[src/hdl/dqi_pkg.sv]
`timescale 1ns / 1ps
// Package for the indexed double-ended queue: transaction payload types,
// operation codes, default sizes and the per-cell control struct.
package dqi_pkg;

   localparam int DEPTH_DEFAULT      = 16;
   localparam int DATA_WIDTH_DEFAULT = 32;

   localparam logic [1:0] KIND_PUSH_FRONT = 2'd0;
   localparam logic [1:0] KIND_PUSH_BACK  = 2'd1;
   localparam logic [1:0] KIND_READ       = 2'd2;

   typedef struct packed {
      logic [1:0]         kind;
      logic signed [31:0] value;
      logic [3:0]         position;
   } req_type;

   typedef struct packed {
      logic signed [31:0] read_value;
      logic signed [31:0] front_value;
      logic signed [31:0] back_value;
      logic [4:0]         element_count;
      logic               is_empty;
      logic               range_miss;
      logic               overflow;
   } rsp_type;

   // Broadcast to every cell of the chain for one accepted transaction.
   typedef struct packed {
      logic push_front;   // whole chain shifts one place toward the back
      logic load_back;    // the cell at the current count takes the new word
   } ctrl_type;

endpackage

[src/hdl/double_ended_queue_indexed_unit.sv]
`timescale 1ns / 1ps
// Indexed double-ended queue built as a chain of DEPTH cells, cell i holding
// the element at position i; push front shifts the whole chain one place and
// push back loads the cell at the current count. Every transaction (push
// front, push back, read at position) is answered with one registered result
// in the cycle after it is accepted; a new request is accepted whenever the
// result register is empty or being drained, so the block sustains one
// transaction per clock. Results carry front, back, count and flags after
// the operation. Depends on dqi_pkg and dqi_cell.
module double_ended_queue_indexed_unit #(
   parameter int DEPTH      = dqi_pkg::DEPTH_DEFAULT,
   parameter int DATA_WIDTH = dqi_pkg::DATA_WIDTH_DEFAULT
) (
   input  logic             clock,
   input  logic             reset,
   input  logic             req_valid,
   output logic             req_ready,
   input  dqi_pkg::req_type req_payload,
   output logic             rsp_valid,
   input  logic             rsp_ready,
   output dqi_pkg::rsp_type rsp_payload
);

   localparam int CNT_W    = $clog2(DEPTH + 1);
   localparam int CMP_W    = (CNT_W > 4) ? CNT_W : 4;
   localparam int RD_CELLS = (DEPTH < 16) ? DEPTH : 16;

   logic [CNT_W-1:0]      count_ff;
   logic [CNT_W-1:0]      count_in;
   logic [DATA_WIDTH-1:0] back_ff;
   logic [DATA_WIDTH-1:0] back_in;
   logic                  rsp_valid_ff;
   logic                  rsp_valid_in;
   dqi_pkg::rsp_type      rsp_ff;
   dqi_pkg::rsp_type      rsp_in;

   logic                  accept;
   logic                  full;
   logic                  is_push;
   logic                  do_front;
   logic                  do_back;
   logic                  is_read;
   logic                  read_hit;
   logic [DATA_WIDTH-1:0] new_word;
   logic [DATA_WIDTH-1:0] rd_word;
   logic [DATA_WIDTH-1:0] front_word;
   dqi_pkg::ctrl_type     ctrl;
   logic [DATA_WIDTH-1:0] cell_q [DEPTH];

   // Sign-extend (or truncate) a stored word to the 32-bit result width.
   function automatic logic [31:0] widen(input logic [DATA_WIDTH-1:0] w);
      logic [31:0] r;
      for (int b = 0; b < 32; b++) begin
         r[b] = w[(b < DATA_WIDTH) ? b : DATA_WIDTH - 1];
      end
      return r;
   endfunction

   assign accept    = req_valid && req_ready;
   assign req_ready = !rsp_valid_ff || rsp_ready;
   assign full      = (count_ff == CNT_W'(DEPTH));
   assign is_push   = (req_payload.kind == dqi_pkg::KIND_PUSH_FRONT) ||
                      (req_payload.kind == dqi_pkg::KIND_PUSH_BACK);
   assign do_front  = accept && !full && (req_payload.kind == dqi_pkg::KIND_PUSH_FRONT);
   assign do_back   = accept && !full && (req_payload.kind == dqi_pkg::KIND_PUSH_BACK);
   assign is_read   = (req_payload.kind == dqi_pkg::KIND_READ);
   assign read_hit  = CMP_W'(req_payload.position) < CMP_W'(count_ff);

   assign ctrl.push_front = do_front;
   assign ctrl.load_back  = do_back;

   // Low DATA_WIDTH bits of the input word; zero above bit 31 for wide words.
   always_comb begin
      for (int b = 0; b < DATA_WIDTH; b++) begin
         new_word[b] = (b < 32) ? req_payload.value[(b < 32) ? b : 31] : 1'b0;
      end
   end

   genvar g;
   generate
      for (g = 0; g < DEPTH; g++) begin : g_cell
         dqi_cell #(
            .DATA_WIDTH (DATA_WIDTH),
            .CNT_W      (CNT_W),
            .INDEX      (g)
         ) u_cell (
            .clock     (clock),
            .ctrl      (ctrl),
            .count     (count_ff),
            .prev_data ((g == 0) ? new_word : cell_q[(g == 0) ? 0 : g - 1]),
            .new_data  (new_word),
            .data      (cell_q[g])
         );
      end
   endgenerate

   // Only the first sixteen cells are reachable by the 4-bit position.
   always_comb begin
      rd_word = '0;
      for (int i = 0; i < RD_CELLS; i++) begin
         rd_word = rd_word | (cell_q[i] & {DATA_WIDTH{req_payload.position == 4'(i)}});
      end
   end

   always_comb begin
      count_in   = count_ff;
      back_in    = back_ff;
      front_word = cell_q[0];
      if (do_front) begin
         count_in   = count_ff + CNT_W'(1);
         front_word = new_word;
         if (count_ff == '0) begin
            back_in = new_word;
         end
      end else if (do_back) begin
         count_in = count_ff + CNT_W'(1);
         back_in  = new_word;
         if (count_ff == '0) begin
            front_word = new_word;
         end
      end
   end

   always_comb begin
      rsp_in               = rsp_ff;
      rsp_valid_in         = rsp_valid_ff && !rsp_ready;
      if (accept) begin
         rsp_valid_in          = 1'b1;
         rsp_in.read_value     = (is_read && read_hit) ? widen(rd_word) : 32'sd0;
         rsp_in.front_value    = (count_in == '0) ? 32'sd0 : widen(front_word);
         rsp_in.back_value     = (count_in == '0) ? 32'sd0 : widen(back_in);
         rsp_in.element_count  = 5'(count_in);
         rsp_in.is_empty       = (count_in == '0);
         rsp_in.range_miss     = is_read && !read_hit;
         rsp_in.overflow       = is_push && full;
      end
   end

   always_ff @(posedge clock) begin
      if (reset) begin
         count_ff     <= '0;
         rsp_valid_ff <= 1'b0;
      end else begin
         count_ff     <= count_in;
         rsp_valid_ff <= rsp_valid_in;
      end
      back_ff <= back_in;
      rsp_ff  <= rsp_in;
   end

   assign rsp_valid   = rsp_valid_ff;
   assign rsp_payload = rsp_ff;

endmodule

[src/hdl/dqi_cell.sv]
`timescale 1ns / 1ps
// One storage cell of the deque chain. Holds the element at position INDEX
// and takes its front neighbor's word on a push front. Depends on dqi_pkg.
module dqi_cell #(
   parameter int DATA_WIDTH = dqi_pkg::DATA_WIDTH_DEFAULT,
   parameter int CNT_W      = 5,
   parameter int INDEX      = 0
) (
   input  logic                  clock,
   input  dqi_pkg::ctrl_type     ctrl,
   input  logic [CNT_W-1:0]      count,
   input  logic [DATA_WIDTH-1:0] prev_data,
   input  logic [DATA_WIDTH-1:0] new_data,
   output logic [DATA_WIDTH-1:0] data
);

   logic [DATA_WIDTH-1:0] data_ff;
   logic [DATA_WIDTH-1:0] data_in;

   always_comb begin
      data_in = data_ff;
      if (ctrl.push_front) begin
         data_in = prev_data;
      end else if (ctrl.load_back && (count == CNT_W'(INDEX))) begin
         data_in = new_data;
      end
   end

   always_ff @(posedge clock) begin
      data_ff <= data_in;
   end

   assign data = data_ff;

endmodule

[config.mk]
export PLATFORM = sky130hd
export DESIGN_NAME = double_ended_queue_indexed_unit
export DESIGN_NICKNAME = d
export VERILOG_FILES = /design/src/hdl/dqi_pkg.sv /design/src/hdl/double_ended_queue_indexed_unit.sv /design/src/hdl/dqi_cell.sv
export SDC_FILE = /design/constraint.sdc
export NUM_CORES = 1
export LEC_CHECK = 0
export BUFFER_PORTS_ARGS = -buffer_cell sky130_fd_sc_hd__buf_2
export CAP_MARGIN = 5
export CELL_PAD_IN_SITES_DETAIL_PLACEMENT = 0
export CELL_PAD_IN_SITES_GLOBAL_PLACEMENT = 1
export CORE_MARGIN = 4
export CORE_UTILIZATION = 47
export CTS_CLUSTER_DIAMETER = 50
export CTS_CLUSTER_SIZE = 40
export DETAILED_ROUTE_END_ITERATION = 8
export HOLD_SLACK_MARGIN = 0.12
export PLACE_DENSITY_LB_ADDON = 0.2
export SYNTH_ARGS = -nofsm -noshare
export SYNTH_HDL_FRONTEND = slang
export SYNTH_SLANG_ARGS = --single-unit
[constraint.sdc]
create_clock -name clock -period 4.4 [get_ports clock]
set_input_delay 1.32 -clock clock [delete_from_list [all_inputs] [get_ports clock]]
set_output_delay 1.32 -clock clock [all_outputs]
set_load 0.1 [all_outputs]
==> results of run 1 <==
per-stage QoR:
step                instance area (sq um)  setup WS [ns]  setup TNS [ns]  hold slack [ns]  total power [mW]
floorplan                           29950        -0.2846          -26.60           0.4251             8.973
global placement                    31780         0.6482               0           0.4358             9.560
detailed placement                  31780         0.6077               0           0.4399             9.596
CTS                                 34310          1.022               0           0.4577             15.96
global route                        34310         0.9878               0           0.4776             16.38
finish                              34310          1.022               0           0.4550             15.92
cell usage in the layout, fill, tap and decap left out, types with 7 or more instances in the layout:
master / netlist / final
sky130_fd_sc_hd__o21ai_4: 0 / 13
sky130_fd_sc_hd__dfxtp_1: 38 / 38
sky130_fd_sc_hd__a31oi_1: 20 / 20
sky130_fd_sc_hd__mux2_2: 40 / 40
sky130_fd_sc_hd__o21ai_0: 46 / 35
sky130_fd_sc_hd__nor2b_1: 19 / 18
sky130_fd_sc_hd__mux4_2: 12 / 12
sky130_fd_sc_hd__clkinv_8: 0 / 12
sky130_fd_sc_hd__o2bb2ai_1: 9 / 9
sky130_fd_sc_hd__bufinv_16: 0 / 7
sky130_fd_sc_hd__buf_12: 0 / 16
sky130_fd_sc_hd__buf_4: 42 / 102
sky130_fd_sc_hd__a32o_1: 13 / 13
sky130_fd_sc_hd__mux2i_1: 106 / 106
sky130_fd_sc_hd__inv_1: 39 / 39
sky130_fd_sc_hd__a22o_1: 32 / 32
sky130_fd_sc_hd__a221oi_1: 31 / 31
sky130_fd_sc_hd__inv_8: 0 / 10
sky130_fd_sc_hd__a222oi_1: 8 / 8
sky130_fd_sc_hd__a22oi_1: 57 / 57
sky130_fd_sc_hd__a21o_1: 485 / 485
sky130_fd_sc_hd__nor2_1: 99 / 93
sky130_fd_sc_hd__a21oi_1: 39 / 39
sky130_fd_sc_hd__ha_1: 8 / 8
sky130_fd_sc_hd__inv_6: 0 / 11
sky130_fd_sc_hd__edfxtp_1: 616 / 616
sky130_fd_sc_hd__buf_2: 113 / 143
sky130_fd_sc_hd__a221o_1: 8 / 8
sky130_fd_sc_hd__a32oi_1: 17 / 17
sky130_fd_sc_hd__and2_0: 18 / 18
sky130_fd_sc_hd__nor3_1: 11 / 11
sky130_fd_sc_hd__clkbuf_16: 0 / 72
sky130_fd_sc_hd__o22ai_1: 14 / 14
sky130_fd_sc_hd__and2_1: 21 / 20
sky130_fd_sc_hd__nand3_1: 31 / 31
sky130_fd_sc_hd__nand2_1: 54 / 54
sky130_fd_sc_hd__clkinv_1: 4 / 11
state kept, by name (all words and copies together) (netlist names):
register / flops
g_cell.u_cell.data: 512
rsp_payload: 104
back_ff: 32
count_ff: 5
rsp_valid: 1
critical path: cells and delay by family:
kind          cells  cell delay (ns)
buf+inv           2             0.54
simple gates      1             0.20
power by group:
group          internal (mW)  switching (mW)  leakage, nW
Combinational          0.580            1.54         7.06
Clock                   3.57            2.87         1.21
Sequential              7.20           0.160         6.07
Total                   11.4            4.57         14.3
logic make-up (layout without fill, tap and decap cells):
| kind of cell | count (synthesis) | after routing | share of synthesized area, % |
|---|---|---|---|
| AOI/OAI and AO/OA | 808 | 808 | 20.14 |
| xor gates and xnor gates | 4 | 4 | 0.1171 |
| adders and majority gates | 8 | 8 | 0.3346 |
| buffers and inverters | 263 | 435 | 4.516 |
| DFF | 654 | 654 | 64.37 |
| muxes | 158 | 158 | 5.955 |
| and+or+nand+nor | 280 | 280 | 4.567 |
final cells by class:
cell class              count  area share [%]
inverters                  43          0.4705
multi-input cells        1258           27.69
flip-flops and latches    654           56.14
well taps                 846           3.085
clock buffers              74           5.274
clock inverters            57           2.093
repair buffers            261           5.252
routing by layer:
| metal | up-vias | part of all wire (%) | global-route usage, % |
|---|---|---|---|
| li1 | 8637 | - | - |
| met1 | 10550 | 41 | 42.43 |
| met2 | 1365 | 45 | 43.37 |
| met3 | 199 | 11 | 5.512 |
| met4 | 2 | 3.3 | 9.751 |
| met5 | - | 0.013 | 0 |
cells in the mapped netlist, types with 5 or more instances:
library cell | number | area (sq um)
sky130_fd_sc_hd__a222oi_1 | 8 | 80.08
sky130_fd_sc_hd__a21oi_1 | 39 | 195.2
sky130_fd_sc_hd__and2_0 | 18 | 112.6
sky130_fd_sc_hd__inv_1 | 39 | 146.4
sky130_fd_sc_hd__a22oi_1 | 57 | 427.9
sky130_fd_sc_hd__o221ai_1 | 5 | 43.79
sky130_fd_sc_hd__nand3_1 | 31 | 155.2
sky130_fd_sc_hd__ha_1 | 8 | 100.1
sky130_fd_sc_hd__nor3_1 | 11 | 55.05
sky130_fd_sc_hd__nor2_1 | 99 | 371.6
sky130_fd_sc_hd__mux4_2 | 12 | 270.3
sky130_fd_sc_hd__nor2b_1 | 19 | 118.9
sky130_fd_sc_hd__o32ai_1 | 5 | 43.79
sky130_fd_sc_hd__mux2_2 | 40 | 450.4
sky130_fd_sc_hd__a32o_1 | 13 | 130.1
sky130_fd_sc_hd__nand2_1 | 54 | 202.7
sky130_fd_sc_hd__a22o_1 | 32 | 280.3
sky130_fd_sc_hd__dfxtp_1 | 38 | 760.7
sky130_fd_sc_hd__edfxtp_1 | 616 | 18500
sky130_fd_sc_hd__a221o_1 | 8 | 80.08
sky130_fd_sc_hd__a21o_1 | 485 | 3641
sky130_fd_sc_hd__a31oi_1 | 20 | 125.1
sky130_fd_sc_hd__o2bb2ai_1 | 9 | 78.83
sky130_fd_sc_hd__o21ai_0 | 46 | 230.2
sky130_fd_sc_hd__a32oi_1 | 17 | 148.9
sky130_fd_sc_hd__a221oi_1 | 31 | 271.5
sky130_fd_sc_hd__buf_2 | 113 | 565.5
sky130_fd_sc_hd__buf_4 | 42 | 315.3
sky130_fd_sc_hd__and2_1 | 21 | 131.4
sky130_fd_sc_hd__mux2i_1 | 106 | 1061
sky130_fd_sc_hd__buf_6 | 8 | 90.09
sky130_fd_sc_hd__o22ai_1 | 14 | 87.58
sky130_fd_sc_hd__clkbuf_1 | 51 | 191.4
worst min-delay path by stage:
stage,cells past startpoint,startpoint,to,slack (ns)
after floorplan,2,back_ff[0],back_ff[0],0.43
after detailed placement,2,back_ff[9],back_ff[9],0.44
after global placement,2,back_ff[18],back_ff[18],0.44
after global routing,2,back_ff[15],back_ff[15],0.48
final,2,back_ff[18],back_ff[18],0.46
after CTS,2,back_ff[9],back_ff[9],0.46
==> results.md, run 1 <==
- The number of design rule violations left after detail routing is 0.
- CTS placed an instance of sky130_fd_sc_hd__clkbuf_16 at the clock tree root.
- Once placement completed, the tool counted placed cells totaling 3062.
- Row generation in the floorplan step produced 92 rows.
- In this run, CTS created clock tree buffers numbering 71.
- Timing would allow up to 296.0 MHz.
- The synthesized netlist occupies a cell area of 29920 sq um.
- The die is around 260 microns wide.
- The largest fanout on the critical path is 6.
- The number of hold violations in the final report is 0.
- For the pin with the worst max-slew slack, the measured transition is about 1.2 ns.
- Setup violations remaining at the end of the flow were counted as 0.
- The slowest cell on the critical path is sky130_fd_sc_hd__buf_2.
- Summed over all cells, the static leakage comes to 14.35 nW.
- The longest clock path from root to sink contains 3 buffers.
- The first global-routing pass estimated 143.0 mm of wire.
- The number of max-slew violations in the final report is 0.
- The relative slew slack is 18.71%.
- Traced cell by cell, the critical path runs through buf_2, nand2b_1, buf_2.
- The overall via count from detail_route is 20750.
- The final weighted congestion in routability-driven placement is 0.8944.
- The routed length per placed instance is 31.13 microns.
- The starting density of the core is 47.43%.
- The footprint of the multi-input gates is 9499 sq um.
- The post-layout utilization of the core is 54.39%.
- The minimum clock period after layout is approximately 3.4 ns.
- The layout filler cell count is 5328.
- The maximum level of the CTS H-tree is 3.
- Of the available clock period, the critical path in the final layout requires 76.77%.
- The share of synthesized registers carrying an async set or reset is 0%.
- Relative to the synthesized area, the layout overhead comes to 14.66%.
- The total core area is 63080 sq um.
- The cell count after synthesis is around 2200.
- The critical path required time is 3.08 ns.
- Setup repair after global routing left no endpoint under its margin.
- The area used by sequential logic in the layout is ~19000 sq um.
- The number of primary I/O pins is 148.
- The number of global-route vias before repair is 20290.
- The fraction of final layout cells sized beyond drive strength 1 is 19.86%.
- The clock input transition at the sequential cells of the worst setup and hold paths is approximately 0.07 ns.
- The number of iterations in the first detailed-routing pass is 6.
- The number of antenna diodes in the final layout is 0.
- The worst setup path is captured at an output port.
- The post-layout instance count excluding filler cells is approximately 3200.
- The net count after synthesis is 2225.
- The insertion delay to the later sink of the worst-skew pair is 0.63 ns.
- The initial antenna violation count was 4.
- The number of distinct library cells after synthesis is 64.
- TritonCTS built the clock tree.
- The number of setup buffers added after CTS is 0.
- The kind of start point of the critical path is an input pin.
- The flop and latch count out of synthesis is 654.
- The peak ir drop on the vdd network is 373.2 uV.
- Across all register-to-register paths, the minimum setup slack is 1.26 ns.
- Yosys mapped a number of flops with a built-in enable equal to 616.
- Wires add up to 99.41 mm.
- The biggest cell delay along the critical path is 0.47 ns.
- The critical path starts at rsp_ready.
- The flow ran to the end, and the final reports show no timing, DRC or antenna violations.
- At the worst endpoint, the arrival time is roughly 2 ns.
- The critical path is of the in -> out type.
- The count of buffers added on input and output ports is 147.
- Counting every sink on the clock net gives 654.
- In the routed layout, each cell is associated on average with a via count of 6.499.
- The total die area is 67760 sq um.
- In this run, post-CTS repair resized a total of 0 instances.
- For this run, the number of Yosys warnings is 0.
- The worst reg-to-reg path cell count is 8.
- Clock skew on the completed layout was measured at approximately 0.031 ns.
- The dominant register cell in the synthesized netlist is sky130_fd_sc_hd__edfxtp_1.
- Of the synthesized area, sequential elements account for 64.37%.
- The largest net degree at the start of global routing is about 110.
- After clock tree synthesis, the flow added hold-fix buffers numbering 0.
- The capture instance of the worst register-to-register path is g_cell[2].u_cell.data[24].
- After the first detailed-routing iteration, the DRC count stood at about 2800.
- The overflow left after global routing is 0.
- Dividing total power by cell area gives a power density of 464.1 nW/um^2.
- The kind of path behind the tightest hold check is reg -> reg.
- In this run the critical register-to-register path is launched from count_ff[0].
- The HPWL after detailed placement is 62.96 mm.
- The tool flagged a number of max-cap violations equal to 0.
- The critical path's most frequent cell is sky130_fd_sc_hd__buf_2.
- The endpoint of the worst setup timing path is req_ready.
- From bottom edge to top edge, the die measures 260.3 microns.
- A synthesized cell averages about 14 sq um.
- The global routing usage summed across all routing layers is 28.86%.
- The count of nets left with antenna violations once routing finished came out at 0.
- The number of nets in the final layout is 2339.
No activity file was read; power rests on OpenSTA's default activity.
==> run 2: changes to the inputs <==
ABC_AREA = 1   (was not set)
CORE_UTILIZATION = 44   (was 47)
clock period = 2.7 ns   (was 4.4 ns; I/O delays follow)
==> run 2 against run 1 <==
Against the previous run: sequential cell count unchanged; first-iteration DRC count decreased by 3.4%; combinational power up 82%; largest power group unchanged.
==> results.md, run 2 <==
- The flow ran to the end, and the final reports show no timing, DRC or antenna violations.
- In this run the cell area of the synthesized design comes to 29460 sq um.
- The clock input transition at the sequential cells of the worst setup and hold paths is approximately 0.070 ns.
- The kind of capture point of the worst setup path is a flop.
- The tree is rooted in a sky130_fd_sc_hd__clkbuf_16.
- The overall routed net length is 98.09 mm.
- The post-layout instance count excluding filler cells is roughly 4000.
- The source of the worst register-to-register timing path is count_ff[0].
- Tracing the worst setup path back leads to its startpoint at count_ff[0].
- Along the worst path, the maximum fanout reaches 15.
- In this run the remaining antenna-violating nets after routing total 0.
- The core region is 66100 sq um.
- The dominant register cell in the synthesized netlist is sky130_fd_sc_hd__edfxtp_1.
- For hold timing, the worst endpoint is count_ff[3].
- The internal power consumption is around 18 mW.
- The worst-case IR drop observed on VDD is 466.3 uV.
- Yosys mapped a number of flops with a built-in enable equal to around 600.
- The count of routing violations after the opening detailed-route iteration is 2681.
- The kind of start point of the critical path is a flop.
- The total die area is 71160 sq um.
- The synthesized design contains 654 register bits.
- The largest delay contributor family on the critical path is simple AND/OR/NAND/NOR gates.
- The congestion estimate from routability-driven global placement came to ~0.83.
- In the layout the commonest cells are sky130_fd_sc_hd__edfxtp_1, sky130_fd_sc_hd__inv_1, sky130_fd_sc_hd__o21ai_0, sky130_fd_sc_hd__nand2_1, sky130_fd_sc_hd__nor2_1.
- The post-route clock skew is approximately 0.02 ns.
- The routed layout has 23190 vias.
- The power share of the combinational group is 15.0%.
- The H-tree was split into 3 levels.
- The standard cell area after detailed placement is 33170 sq um.
- The wire length of the first global-routing pass is between 100 and 150 mm.
- The routed length per placed instance is 24.20 microns.
- The clock reaches the later pin of the worst-skew pair after 0.61 ns.
- TritonCTS built the clock tree.
- The net count after synthesis is 2978.
- In this run the biggest area consumer among cell types represents between 60% and 70% of the synthesized area.
- The max capacitance violation total is 0.
- Yosys instantiated no cell more often than sky130_fd_sc_hd__edfxtp_1.
- In the final layout, the share of cells above drive strength 1 is around 15%.
- Traced cell by cell, the critical path runs through inv_1, ha_1, nand3_4, inv_2, nor2_4, nand2_4, buf_4, nand2_1, o21ai_0.
- For this design the ratio of total power to cell area is 725.5 nW/um^2.
- Registers take a little under 20000 sq um.
- Measured on the finished design, the core utilization comes to 53.76%.
- The number of antenna diodes in the final layout is 0.
- The signed area change from the synthesized netlist to the final layout is 20.62%.
- The worst setup slack before clock tree synthesis is -0.02139 ns.
- Setup total negative slack on the finished layout was measured at 0 ns.
- Summing all multi-input logic gate instances after layout gives approximately 7600 sq um.
- The global routing usage summed across all routing layers is between 20% and 30%.
- The initial utilization of the core area, before any placement, comes to 44.57%.
- Once layout is done, the placed cells without fillers occupy approximately 36000 sq um.
- The number of warnings issued by yosys is 0.
- On the critical path, the stage with the largest delay is an instance of sky130_fd_sc_hd__dfxtp_1.
- In the post-synthesis netlist, the biggest area contributors are sky130_fd_sc_hd__edfxtp_1, sky130_fd_sc_hd__o21ai_0, sky130_fd_sc_hd__inv_1.
- The maximum count of clock buffers along a single path is 3.
- The number of design rule violations left after detail routing is 0.
- The critical path required time is 3.00 ns.
- The worst hold path begins at reset.
- The biggest cell delay along the critical path is around 0.45 ns.
- TritonCTS created 69 clock buffers.
- The standby leakage power is 14.77 nW.
- The flip-flop count of the largest register after layout is roughly 500.
- The y dimension of the die is 266.8 microns.
- The worst register-to-register path ends at g_cell[7].u_cell.data[4].
- The layout filler cell count is 5901.
- Synthesis produced a netlist whose cell count is approximately 3000.
- The number of distinct library cells after synthesis is 27.
- Counting I/O delays and the setup requirement, the final critical path takes 2.444 ns.
- The cell type with the largest total area after synthesis is sky130_fd_sc_hd__edfxtp_1.
- The maximum frequency from static timing analysis is 409.1 MHz.
- A synthesized cell averages 10.06 sq um.
- The worst reg-to-reg path cell count is 9.
- The number of setup violations in the final report is 0.
- The switching share of power is 29.27%.
- The hold path depth is 2.
- Setup repair after global routing left no endpoint under its margin.
- The measured slew at the worst slew-check pin is 0.6225 ns.
- The relative contribution of sequential cells to total power is 46.6%.
- Row generation in the floorplan step produced 94 rows.
- Data on the critical path arrives at its endpoint at 2.75 ns.
- The relative slew slack is 58.50%.
- Summed over all layers, the global routing overflow is 0.
- Leaving out fill and tap cells, the most frequent cell in the layout is sky130_fd_sc_hd__edfxtp_1.
- In the synthesized netlist the async set-or-reset flop fraction comes to 0%.
- Using the TritonRoute via totals, the vias-per-cell ratio works out to 5.723.
- In this run the power spent charging and discharging nets is 7.546 mW.
- After layout, the worst path uses 90.53% of the clock period.
- After clock tree synthesis, the flow added hold-fix buffers numbering 0.
- The clock network burns 38.5% of the power.
- The cell depth of the worst setup path is 9.
- The number of clock sinks is 654.
- The initial antenna violation count is 1.
- Of the synthesized area, sequential elements account for 65.37%.
- Entering global routing, the biggest net connects between 70 and 80 pins.
- In the post-route analysis, the smallest setup slack over all paths is between 0.2 and 0.3 ns.
- approximately 150 I/O pins were placed.
- The worst reg-to-reg setup slack is 0.26 ns.
- Buffers added to address setup during post-CTS repair amount to 0.
- Port buffering added about 150 buffers.
- The worst setup path is of the reg -> reg kind.
- The HPWL after detailed placement is slightly above 60 mm.
- The number of hold violations in the final report is 0.
- The kind of path behind the tightest hold check is in -> reg.
- Sorting the synthesized cells by how often they occur yields sky130_fd_sc_hd__edfxtp_1, sky130_fd_sc_hd__inv_1, sky130_fd_sc_hd__o21ai_0.
- The number of global-route vias before repair is 22710.
- The die outline width is 266.8 microns.
- The number of resized instances in the post-cts repair step is 0.
- After detailed placement, the design holds a cell count of 3925.
- The number of max-slew violations in the final report is 0.
- At the end of the flow, the number of nets in the layout was 3182.
- The number of buffer and inverter stages on the critical path is 3.
- For this run, the detailed router's first-pass iteration total came to 6.
run 2: changes by cell type after synthesis, sizes merged, moves of 58 or more:
cell   change
a22oi     -58
inv      +513
a21o     -485
nand2    +327
o22ai    +189
mux2i    -106
nor2     +134
buf       -85
o21ai    +465
run 2: area by class of cell:
cell class | count | share of cell area, %
clock inverters | 45 | 1.320
multi-input cells | 1538 | 21.28
repair buffers | 314 | 8.950
well taps | 864 | 3.042
clock buffers | 83 | 5.327
flip-flops and latches | 654 | 54.20
inverters | 555 | 5.884
run 2: how the worst max path moves through the flow:
stage,slack [ns],end
final,0.26,g_cell[7].u_cell.data[4]
after global routing,0.07,g_cell[10].u_cell.data[30]
after CTS,0.28,g_cell[7].u_cell.data[4]
after detailed placement,-0.02,rsp_payload[90]
after global placement,-0.008,rsp_payload[90]
after floorplan,-0.41,rsp_payload[0]
run 2: worst reg2reg max path, cell delays in order, from the launching register on:
cell                      delay (ns)
sky130_fd_sc_hd__dfxtp_1        0.45
sky130_fd_sc_hd__inv_1          0.13
sky130_fd_sc_hd__ha_1           0.26
sky130_fd_sc_hd__nand3_4        0.17
sky130_fd_sc_hd__inv_2          0.06
sky130_fd_sc_hd__nor2_4         0.18
sky130_fd_sc_hd__nand2_4        0.18
sky130_fd_sc_hd__buf_4          0.21
sky130_fd_sc_hd__nand2_1        0.31
sky130_fd_sc_hd__o21ai_0        0.21
run 2: cell families (layout without fill, tap and decap cells):
logic type / Yosys count / in the layout / synth area share, %
AOI/OAI and AO/OA: 831 / 831 / 15.15
adders and majority gates: 8 / 8 / 0.3398
buffers and inverters: 736 / 997 / 9.713
DFF: 654 / 654 / 65.37
and+or+nand+nor: 699 / 699 / 9.429
run 2: per-stage QoR:
step                hold slack, ns  power [mW]
finish                      0.4663       25.78
global route                0.4538       26.65
CTS                         0.4338       25.91
detailed placement          0.4614       16.04
global placement            0.4573       16.00
floorplan                   0.4459       14.70
run 2: power by group through the flow:
stage / Clock, mW / Combinational, mW / Sequential [mW]
after floorplan: 0 / 1.41 / 13.3
after global placement: 0 / 3.79 / 12.2
after detailed placement: 0 / 3.83 / 12.2
final: 9.92 / 3.86 / 12.0
after CTS: 10.1 / 3.85 / 12.0
after global routing: 10.5 / 4.12 / 12.0
run 2: per-layer routing:
| metal | share of wire [%] | GRT usage, % | up-vias |
|---|---|---|---|
| met2 | 44 | 41.80 | 1337 |
| met4 | 3.7 | 9.852 | 0 |
| met1 | 41 | 38.13 | 11290 |
| met5 | 0 | 0 | - |
| met3 | 11 | 6.222 | 217 |
| li1 | - | - | 10360 |
